### src/rtl/afsc_pkg.sv
// Package for the accent-folding, space-collapsing key generator.
// Holds byte constants, the per-item result group type and the folding functions.
// No dependencies.
`default_nettype none

package afsc_pkg;

  // Byte codes that the folding logic treats specially.
  localparam logic [7:0] LEAD_BYTE  = 8'hC3;
  localparam logic [7:0] SPACE_BYTE = 8'h20;
  localparam logic [7:0] TAB_BYTE   = 8'h09;
  localparam logic [7:0] LF_BYTE    = 8'h0A;
  localparam logic [7:0] CR_BYTE    = 8'h0D;
  localparam logic [7:0] UPPER_A    = 8'h41;
  localparam logic [7:0] UPPER_Z    = 8'h5A;
  localparam logic [7:0] CASE_DELTA = 8'h20;
  localparam logic [7:0] NO_BASE    = 8'h00;

  // Queue between the front and the back.
  localparam int QDEPTH = 4;
  localparam int QPTR_W = $clog2(QDEPTH);
  localparam int QCNT_W = $clog2(QDEPTH + 1);

  // Maximum results caused by one input byte.
  localparam int MAX_RES = 3;

  // All results caused by one input byte, in output order.
  typedef struct packed {
    logic [1:0]              cnt;   // number of results, 1 to 3
    logic [MAX_RES-1:0][7:0] data;  // result bytes, slot 0 first
    logic                    eos;   // last result closes the string
    logic                    bare;  // single end marker without a byte
  } afsc_group_t;

  // Base letter of the second byte of a 0xC3 pair, or NO_BASE if unmapped.
  function automatic logic [7:0] accent_base(input logic [7:0] d);
    logic [7:0] r;
    r = NO_BASE;
    if ((d >= 8'h80 && d <= 8'h85) || (d >= 8'hA0 && d <= 8'hA5)) r = 8'h61;
    else if (d == 8'h87 || d == 8'hA7) r = 8'h63;
    else if ((d >= 8'h88 && d <= 8'h8B) || (d >= 8'hA8 && d <= 8'hAB)) r = 8'h65;
    else if ((d >= 8'h8C && d <= 8'h8F) || (d >= 8'hAC && d <= 8'hAF)) r = 8'h69;
    else if (d == 8'h91 || d == 8'hB1) r = 8'h6E;
    else if ((d >= 8'h92 && d <= 8'h96) || (d >= 8'hB2 && d <= 8'hB6)) r = 8'h6F;
    else if ((d >= 8'h99 && d <= 8'h9C) || (d >= 8'hB9 && d <= 8'hBC)) r = 8'h75;
    return r;
  endfunction

  // Fold a byte that is not part of a mapped pair.
  function automatic logic [7:0] fold_single(input logic [7:0] c);
    logic [7:0] r;
    r = c;
    if (c >= UPPER_A && c <= UPPER_Z) r = c + CASE_DELTA;
    else if (c == TAB_BYTE || c == CR_BYTE || c == LF_BYTE) r = SPACE_BYTE;
    return r;
  endfunction

endpackage

`default_nettype wire

### src/rtl/afsc_front.sv
// Front part: accepts input bytes, folds them and forms the result group.
// Depends on afsc_pkg.
`default_nettype none

module afsc_front (
  input  wire logic                clk,
  input  wire logic                rst_n,
  input  wire logic                in_valid,
  output logic                     in_ready,
  input  wire logic [7:0]          in_byte,
  input  wire logic                in_is_last,
  input  wire logic                q_full,
  output logic                     q_push,
  output afsc_pkg::afsc_group_t    q_wdata
);
  import afsc_pkg::*;

  logic       lead_pending_r, lead_pending_nxt;
  logic       space_pending_r, space_pending_nxt;
  logic       output_started_r, output_started_nxt;
  logic       accept;
  logic [7:0] base;
  logic       handled;
  logic [1:0] em_v;
  logic [7:0] em_c [2];
  logic       sp;
  logic       os;
  logic [1:0] cnt;
  logic [7:0] slot [4];
  logic       lead_hold;

  assign in_ready = !q_full;
  assign accept   = in_valid && in_ready;

  // A held lead byte resolves first; unless the current byte pairs with it, that byte is folded on its own or held.
  always_comb begin
    base      = accent_base(in_byte);
    handled   = lead_pending_r && (base != NO_BASE);
    lead_hold = !handled && (in_byte == LEAD_BYTE) && !in_is_last;
    em_v[0]   = lead_pending_r;
    em_c[0]   = handled ? base : LEAD_BYTE;
    em_v[1]   = !handled && !lead_hold;
    em_c[1]   = fold_single(in_byte);

    sp  = space_pending_r;
    os  = output_started_r;
    cnt = 2'd0;
    for (int i = 0; i < 4; i++) begin
      slot[i] = 8'h00;
    end
    // Space collapser over the two possible folded bytes.
    for (int i = 0; i < 2; i++) begin
      if (em_v[i]) begin
        if (em_c[i] == SPACE_BYTE) begin
          if (os) sp = 1'b1;
        end else begin
          if (sp) begin
            slot[cnt] = SPACE_BYTE;
            cnt       = cnt + 2'd1;
            sp        = 1'b0;
          end
          slot[cnt] = em_c[i];
          cnt       = cnt + 2'd1;
          os        = 1'b1;
        end
      end
    end
  end

  always_comb begin
    q_wdata.data = {slot[2], slot[1], slot[0]};
    q_wdata.eos  = in_is_last;
    q_wdata.bare = in_is_last && (cnt == 2'd0);
    q_wdata.cnt  = (cnt == 2'd0) ? 2'd1 : cnt;
    q_push       = accept && ((cnt != 2'd0) || in_is_last);
  end

  always_comb begin
    lead_pending_nxt   = lead_pending_r;
    space_pending_nxt  = space_pending_r;
    output_started_nxt = output_started_r;
    if (accept) begin
      if (in_is_last) begin
        lead_pending_nxt   = 1'b0;
        space_pending_nxt  = 1'b0;
        output_started_nxt = 1'b0;
      end else begin
        lead_pending_nxt   = lead_hold;
        space_pending_nxt  = sp;
        output_started_nxt = os;
      end
    end
  end

  always_ff @(posedge clk) begin
    if (!rst_n) begin
      lead_pending_r   <= 1'b0;
      space_pending_r  <= 1'b0;
      output_started_r <= 1'b0;
    end else begin
      lead_pending_r   <= lead_pending_nxt;
      space_pending_r  <= space_pending_nxt;
      output_started_r <= output_started_nxt;
    end
  end

  // The end of a string leaves no fold state behind.
  a_clear_at_end: assert property (@(posedge clk) disable iff (!rst_n)
    accept && in_is_last |=> !lead_pending_r && !space_pending_r && !output_started_r)
    else $error("fold state not cleared after end of string");

  // A pending space exists only after output has started.
  a_space_needs_start: assert property (@(posedge clk) disable iff (!rst_n)
    space_pending_r |-> output_started_r)
    else $error("space pending before any output");

endmodule

`default_nettype wire

### src/rtl/afsc_queue.sv
// Short queue of result groups between the front and the back.
// Depends on afsc_pkg.
`default_nettype none

module afsc_queue (
  input  wire logic                  clk,
  input  wire logic                  rst_n,
  input  wire logic                  push,
  input  wire afsc_pkg::afsc_group_t wdata,
  output logic                       full,
  input  wire logic                  pop,
  output logic                       not_empty,
  output afsc_pkg::afsc_group_t      rdata
);
  import afsc_pkg::*;

  afsc_group_t       mem_r [QDEPTH];
  logic [QPTR_W-1:0] wr_ptr_r, wr_ptr_nxt;
  logic [QPTR_W-1:0] rd_ptr_r, rd_ptr_nxt;
  logic [QCNT_W-1:0] cnt_r, cnt_nxt;
  logic              do_push;
  logic              do_pop;

  assign full      = (cnt_r == QCNT_W'(QDEPTH));
  assign not_empty = (cnt_r != '0);
  assign rdata     = mem_r[rd_ptr_r];
  assign do_push   = push && !full;
  assign do_pop    = pop && not_empty;

  always_comb begin
    wr_ptr_nxt = wr_ptr_r;
    rd_ptr_nxt = rd_ptr_r;
    cnt_nxt    = cnt_r;
    if (do_push) begin
      wr_ptr_nxt = (wr_ptr_r == QPTR_W'(QDEPTH - 1)) ? '0 : wr_ptr_r + QPTR_W'(1);
    end
    if (do_pop) begin
      rd_ptr_nxt = (rd_ptr_r == QPTR_W'(QDEPTH - 1)) ? '0 : rd_ptr_r + QPTR_W'(1);
    end
    if (do_push && !do_pop) cnt_nxt = cnt_r + QCNT_W'(1);
    else if (do_pop && !do_push) cnt_nxt = cnt_r - QCNT_W'(1);
  end

  always_ff @(posedge clk) begin
    if (!rst_n) begin
      wr_ptr_r <= '0;
      rd_ptr_r <= '0;
      cnt_r    <= '0;
    end else begin
      wr_ptr_r <= wr_ptr_nxt;
      rd_ptr_r <= rd_ptr_nxt;
      cnt_r    <= cnt_nxt;
    end
  end

  always_ff @(posedge clk) begin
    if (do_push) mem_r[wr_ptr_r] <= wdata;
  end

  // Pushing into a full queue would lose a group.
  a_no_overflow: assert property (@(posedge clk) disable iff (!rst_n)
    push |-> !full)
    else $error("push into full queue");

endmodule

`default_nettype wire

### src/rtl/afsc_back.sv
// Back part: sends the results of the head group one per cycle while out_ready is high.
// Depends on afsc_pkg.
`default_nettype none

module afsc_back (
  input  wire logic                  clk,
  input  wire logic                  rst_n,
  input  wire logic                  q_not_empty,
  input  wire afsc_pkg::afsc_group_t q_rdata,
  output logic                       q_pop,
  output logic                       out_valid,
  input  wire logic                  out_ready,
  output logic [7:0]                 out_byte,
  output logic                       out_byte_valid,
  output logic                       out_end_of_string
);
  import afsc_pkg::*;

  logic [1:0] idx_r, idx_nxt;
  logic       last_slot;
  logic       out_accept;

  assign out_valid  = q_not_empty;
  assign out_accept = out_valid && out_ready;
  assign last_slot  = (idx_r == (q_rdata.cnt - 2'd1));
  assign q_pop      = out_accept && last_slot;

  always_comb begin
    case (idx_r)
      2'd0:    out_byte = q_rdata.data[0];
      2'd1:    out_byte = q_rdata.data[1];
      default: out_byte = q_rdata.data[2];
    endcase
    out_byte_valid    = !q_rdata.bare;
    out_end_of_string = q_rdata.eos && last_slot;
  end

  always_comb begin
    idx_nxt = idx_r;
    if (out_accept) idx_nxt = last_slot ? 2'd0 : idx_r + 2'd1;
  end

  always_ff @(posedge clk) begin
    if (!rst_n) begin
      idx_r <= 2'd0;
    end else begin
      idx_r <= idx_nxt;
    end
  end

  // The slot index stays within the head group.
  a_idx_in_group: assert property (@(posedge clk) disable iff (!rst_n)
    q_not_empty |-> (idx_r < q_rdata.cnt))
    else $error("slot index beyond head group");

  // A bare end marker is a single result that closes the string.
  a_bare_shape: assert property (@(posedge clk) disable iff (!rst_n)
    q_not_empty && q_rdata.bare |-> (q_rdata.cnt == 2'd1) && q_rdata.eos)
    else $error("malformed bare end marker");

endmodule

`default_nettype wire

### src/rtl/accent_fold_space_collapse_core.sv
// Each byte's results are written as one group into the queue's registers and are offered
// from there once earlier groups have left. Throughput: one input byte per cycle while the
// four-group queue has room; results leave one per cycle while the consumer is ready.
// The output port, one result per cycle when the consumer is ready, sets the sustained rate.
// Reset (rst_n low, synchronous) clears the fold state, the queue and the slot index.
`default_nettype none

module accent_fold_space_collapse_core (
  input  wire logic       clk,
  input  wire logic       rst_n,
  input  wire logic       in_valid,
  output logic            in_ready,
  input  wire logic [7:0] in_byte,
  input  wire logic       in_is_last,
  output logic            out_valid,
  input  wire logic       out_ready,
  output logic [7:0]      out_byte,
  output logic            out_byte_valid,
  output logic            out_end_of_string
);
  import afsc_pkg::*;

  // The front folds each request at once and writes all of its results as one
  // group into the queue. Bytes that cause no result (a held lead byte, a space
  // absorbed by the collapser) are accepted and skip the queue unless they end a string.
  logic        q_push;
  logic        q_full;
  logic        q_pop;
  logic        q_not_empty;
  afsc_group_t q_wdata;
  afsc_group_t q_rdata;

  afsc_front u_front (
    .clk        (clk),
    .rst_n      (rst_n),
    .in_valid   (in_valid),
    .in_ready   (in_ready),
    .in_byte    (in_byte),
    .in_is_last (in_is_last),
    .q_full     (q_full),
    .q_push     (q_push),
    .q_wdata    (q_wdata)
  );

  // The queue lets the front keep taking requests while the back is stalled
  // by the consumer or busy sending a multi-result group.
  afsc_queue u_queue (
    .clk       (clk),
    .rst_n     (rst_n),
    .push      (q_push),
    .wdata     (q_wdata),
    .full      (q_full),
    .pop       (q_pop),
    .not_empty (q_not_empty),
    .rdata     (q_rdata)
  );

  // The back walks the head group slot by slot and releases it after the last one.
  afsc_back u_back (
    .clk               (clk),
    .rst_n             (rst_n),
    .q_not_empty       (q_not_empty),
    .q_rdata           (q_rdata),
    .q_pop             (q_pop),
    .out_valid         (out_valid),
    .out_ready         (out_ready),
    .out_byte          (out_byte),
    .out_byte_valid    (out_byte_valid),
    .out_end_of_string (out_end_of_string)
  );

endmodule

`default_nettype wire

### config.mk
export PLATFORM = sky130hd
export DESIGN_NAME = accent_fold_space_collapse_core
export DESIGN_NICKNAME = d
export VERILOG_FILES = /design/src/rtl/afsc_pkg.sv /design/src/rtl/afsc_front.sv /design/src/rtl/afsc_queue.sv /design/src/rtl/afsc_back.sv /design/src/rtl/accent_fold_space_collapse_core.sv
export SDC_FILE = /design/constraint.sdc
export NUM_CORES = 1
export LEC_CHECK = 0
export ABC_AREA = 1
export BUFFER_PORTS_ARGS = -buffer_cell sky130_fd_sc_hd__buf_2
export CAP_MARGIN = 20
export CORE_AREA = 2 2 95 116
export CTS_CLUSTER_SIZE = 28
export DETAILED_ROUTE_END_ITERATION = 8
export DIE_AREA = 0 0 97 118
export HOLD_SLACK_MARGIN = 0.12
export PLACE_DENSITY = 0.87
export SYNTH_ARGS = -nofsm -noshare
export SYNTH_HDL_FRONTEND = slang
export SYNTH_HIERARCHICAL = 1
export SYNTH_SLANG_ARGS = --single-unit
### constraint.sdc
create_clock -name clk -period 4.72 [get_ports clk]
set_input_delay 0.472 -clock clk [delete_from_list [all_inputs] [get_ports clk]]
set_output_delay 0.472 -clock clk [all_outputs]
set_load 0.02 [all_outputs]
==> flow_metrics.py <==
metrics = {
    "synthesis": {
        "synth.avg_cell_area_um2": 10.08,
        "synth_top_area_share_pct": 53.66,
        "synth_top_cell_by_area": "sky130_fd_sc_hd__edfxtp_1",
        "post_synth_num_cell_types": 36,
        "synth_enable_flop_cells": 112,
        "yosys_warnings": 6,
        "synth.area.top_cells": "sky130_fd_sc_hd__edfxtp_1 54%, sky130_fd_sc_hd__nor2_1 6.1%, sky130_fd_sc_hd__nand2_1 5.2%, sky130_fd_sc_hd__dfxtp_1 4.5%, sky130_fd_sc_hd__o21ai_0 3.8%",
        "dominantRegCellSynth": "sky130_fd_sc_hd__edfxtp_1",
        "synth.most_common_cell": "sky130_fd_sc_hd__edfxtp_1",
        "netlist_area_mm2": 0.006267,
        "synth_seq_area_share_pct": 58.14,
        "async_flop_share_pct": 0,
        "ys_seq_elements": 126,
        "syn_nets": 654,
        "yosys-top-cells-count": "112 x sky130_fd_sc_hd__edfxtp_1, 102 x sky130_fd_sc_hd__nor2_1, 87 x sky130_fd_sc_hd__nand2_1",
        "syn_inst": 622,
    },
    "die": {
        "ios": 25,
        "die_x_um": 97,
        "die_height_um": 118,
        "floorplan.die_area_mm2": 0.01145,
        "core_area_mm2": 0.01031,
        "initial_core_util_pct": 60.78,
        "rows": 41,
    },
    "cts": {
        "max-clock-path-buffers": 2,
        "clock_tree.htree_level_count": 4,
        "cts_tree": "built",
        "tritoncts_num_sinks": 126,
        "worstSkewPairLatency_ps": 410,
        "cts_hold_repair.buffers": 0,
        "tritoncts.num_buffers": 17,
        "postCtsSetupBuffers": 0,
        "cts_repair_resize_count": 0,
        "clk_slew_on_worst_s_h_paths_ps": 50,
        "clock-root-buffer": "sky130_fd_sc_hd__clkbuf_16",
    },
    "cells_and_area": {
        "postLayoutCoreUtil_pct": 68.22,
        "finalNetCount": 679,
        "area_taken_by_multi_input_logic_gates_mm2": 0.002223,
        "post-route-cell-area_mm2": 0.007034,
        "flow.area_growth_from_synthesis_pct": 12.24,
        "share_of_cells_above_drive_strength_1_pct": 15.76,
        "footprint_of_the_flip_flops_and_latches_mm2": 0.003643,
        "n_fill_cell": 702,
        "antenna-diode-count": 0,
    },
    "global_routing": {
        "grt_pass1_vias": 4780,
        "grt_pass1_wl_um": 23220,
        "gr-total-overflow": 0,
        "grt_max_degree": 58,
        "antenna_found_initial": 0,
        "globalRouteTotalUtil_pct": 25.95,
    },
    "worst_setup_path": {
        "worst-endpoint-required_ps": 5030,
        "reg2reg_setup_slack_ps": 800,
        "critical_path.startpoint_type": "flop",
        "crit_fanout": 10,
        "worst_ep_arrival_time_ps": 4220,
        "criticalPathCategory": "reg2reg",
        "worst_setup_path_end_kind": "flop",
    },
    "timing": {
        "finalClockSkew_ps": 6.240,
        "post-route-min-period_ps": 3915,
        "timing.final.setup_violations": 0,
        "hold_slack_ps": 367.9,
        "final_min_period_over_clock_period_pct": 82.95,
        "totalNegativeSetupSlack_ps": 0,
        "timing.slew.headroom_pct": 54.41,
        "final_max_slew_viol_count": 0,
        "tightest_slew_ps": 683.9,
        "hold_viol": 0,
        "grt_setup_unrepaired": "no",
        "postLayoutSetupSlackWorst_ps": 804.6,
        "max_freq_ghz": 0.2554,
    },
    "drt": {
        "drt_pre_antenna_iters": 5,
        "detail_route.wl_per_cell_um": 18.14,
        "routed_via_density": 5.970,
        "detail_route.iter0.violations": 482,
        "postRouteAntennaNets": 0,
        "dr_total_vias": 4710,
        "postRouteWirelength_um": 14310,
        "post-route-drc-count": 0,
    },
    "flow_run": {
        "max_cap_viol_count": 0,
    },
    "pwr": {
        "power.leakage_uw": 0.002783,
        "irDropWorstVdd_v": 0.0003291,
        "pwr_density_cell_mw_per_mm2": 574.8,
    },
    "placement": {
        "post_dp_cell_area_mm2": 0.006430,
        "place_congestion": 0.9180,
        "place_ws_ps": 910.4,
        "place.port_buffers": 24,
        "place_hpwl_um": 8761,
    },
    "min_path": {
        "hold_class": "in2reg",
    },
    "outcome": {
        "outcome": "completed",
    },
}
-- sequential cells by signal, summed over array words and instances, names as in the netlist, named ones only --
register,count
u_queue/cnt_r,3
u_front/space_pending_r,1
u_queue/wr_ptr_r,2
u_front/output_started_r,1
u_front/lead_pending_r,1
u_queue/rd_ptr_r,2
u_back/idx_r,2
u_queue/mem_r,112
-- metal layers --
layer	GRT usage [%]	wire length (um)	vias to the layer above
met2	45.62	7568	225
met5	0	0	-
met4	11.88	295	0
met3	7.245	1047	27
li1	-	-	2208
met1	29.13	5398	2250
-- through the flow --
step / total power (uW) / instances
after global placement: 2648 / 757
after detailed placement: 2721 / 757
after global routing: 4250 / 789
after CTS: 4046 / 789
final: 4044 / 789
after floorplan: 2396 / 622
-- critical path: stages (launching register included) --
cell and delay [ps]:
sky130_fd_sc_hd__dfxtp_1 590, sky130_fd_sc_hd__inv_1 70, sky130_fd_sc_hd__nor2_1 350, sky130_fd_sc_hd__inv_1 180, sky130_fd_sc_hd__ha_1 320, sky130_fd_sc_hd__o21ai_0 290
sky130_fd_sc_hd__ha_1 300, sky130_fd_sc_hd__nand4_1 110, sky130_fd_sc_hd__nand2_2 80, sky130_fd_sc_hd__nand3_1 100, sky130_fd_sc_hd__nand2_1 60, sky130_fd_sc_hd__inv_1 80
sky130_fd_sc_hd__nand2_1 190, sky130_fd_sc_hd__inv_1 110, sky130_fd_sc_hd__ha_1 160, sky130_fd_sc_hd__inv_1 70, sky130_fd_sc_hd__fa_1 380, sky130_fd_sc_hd__inv_1 70
sky130_fd_sc_hd__nand2_1 70, sky130_fd_sc_hd__nand3_1 90, sky130_fd_sc_hd__nand2_1 50, sky130_fd_sc_hd__inv_1 50, sky130_fd_sc_hd__nor2_1 40
-- layout make-up --
class / count / share of cell area, %
clock buffers: 19 / 6.154
clock inverters: 13 / 2.437
inverters: 59 / 3.148
multi-input cells: 411 / 31.61
flip-flops and latches: 126 / 51.80
well taps: 129 / 2.295
repair buffers: 32 / 2.561
-- where the power goes --
group / switching, uW / internal, uW / total [uW]
logic: 885 / 385 / 1270
registers: 57.9 / 1400 / 1450
clock network: 444 / 875 / 1320
total: 1390 / 2660 / 4040
-- layout by cell type (no fill, tap or decap), types with 2 or more instances in the layout --
cell / instances
sky130_fd_sc_hd__nand3_2: 6
sky130_fd_sc_hd__ha_1: 18
sky130_fd_sc_hd__bufinv_16: 4
sky130_fd_sc_hd__nand3b_1: 2
sky130_fd_sc_hd__clkinv_1: 6
sky130_fd_sc_hd__inv_1: 53
sky130_fd_sc_hd__a21oi_1: 13
sky130_fd_sc_hd__dfxtp_1: 14
sky130_fd_sc_hd__clkbuf_16: 17
sky130_fd_sc_hd__o21ai_0: 48
sky130_fd_sc_hd__buf_4: 8
sky130_fd_sc_hd__nand3_1: 27
sky130_fd_sc_hd__o21ai_2: 6
sky130_fd_sc_hd__clkbuf_1: 2
sky130_fd_sc_hd__a21oi_4: 2
sky130_fd_sc_hd__buf_2: 24
sky130_fd_sc_hd__nor2_4: 2
sky130_fd_sc_hd__nand2_1: 87
sky130_fd_sc_hd__nor3_1: 7
sky130_fd_sc_hd__clkinv_4: 2
sky130_fd_sc_hd__nand2_4: 3
sky130_fd_sc_hd__nand2_2: 9
sky130_fd_sc_hd__o22ai_1: 30
sky130_fd_sc_hd__inv_2: 3
sky130_fd_sc_hd__nand4_1: 4
sky130_fd_sc_hd__clkinv_2: 3
sky130_fd_sc_hd__nor2_1: 98
sky130_fd_sc_hd__a22oi_1: 9
sky130_fd_sc_hd__edfxtp_1: 112
sky130_fd_sc_hd__o21ai_1: 22
sky130_fd_sc_hd__nor2_2: 10
-- cell families after synthesis --
group                      share of synthesized area [%]
and+or+nand+nor                                    18.99
adders and majority gates                          3.913
DFF                                                58.14
buffers and inverters                              6.548
AOI/OAI and AO/OA                                  12.42
-- worst paths after layout --
kind / from / endpoint / cells after the start
worst min register to register: u_front/output_started_r$_SDFFE_PN0P_ / u_front/output_started_r$_SDFFE_PN0P_ / 2
worst max-delay path: u_front/lead_pending_r$_SDFFE_PN0P_ / u_queue/cnt_r[2]$_SDFFE_PN0P_ / 22
worst max register to register: u_front/lead_pending_r$_SDFFE_PN0P_ / u_queue/cnt_r[2]$_SDFFE_PN0P_ / 22
worst min-delay path: in_is_last / u_queue/mem_r[0][1]$_DFFE_PP_ / 1
(Power assumes the default switching activity.)
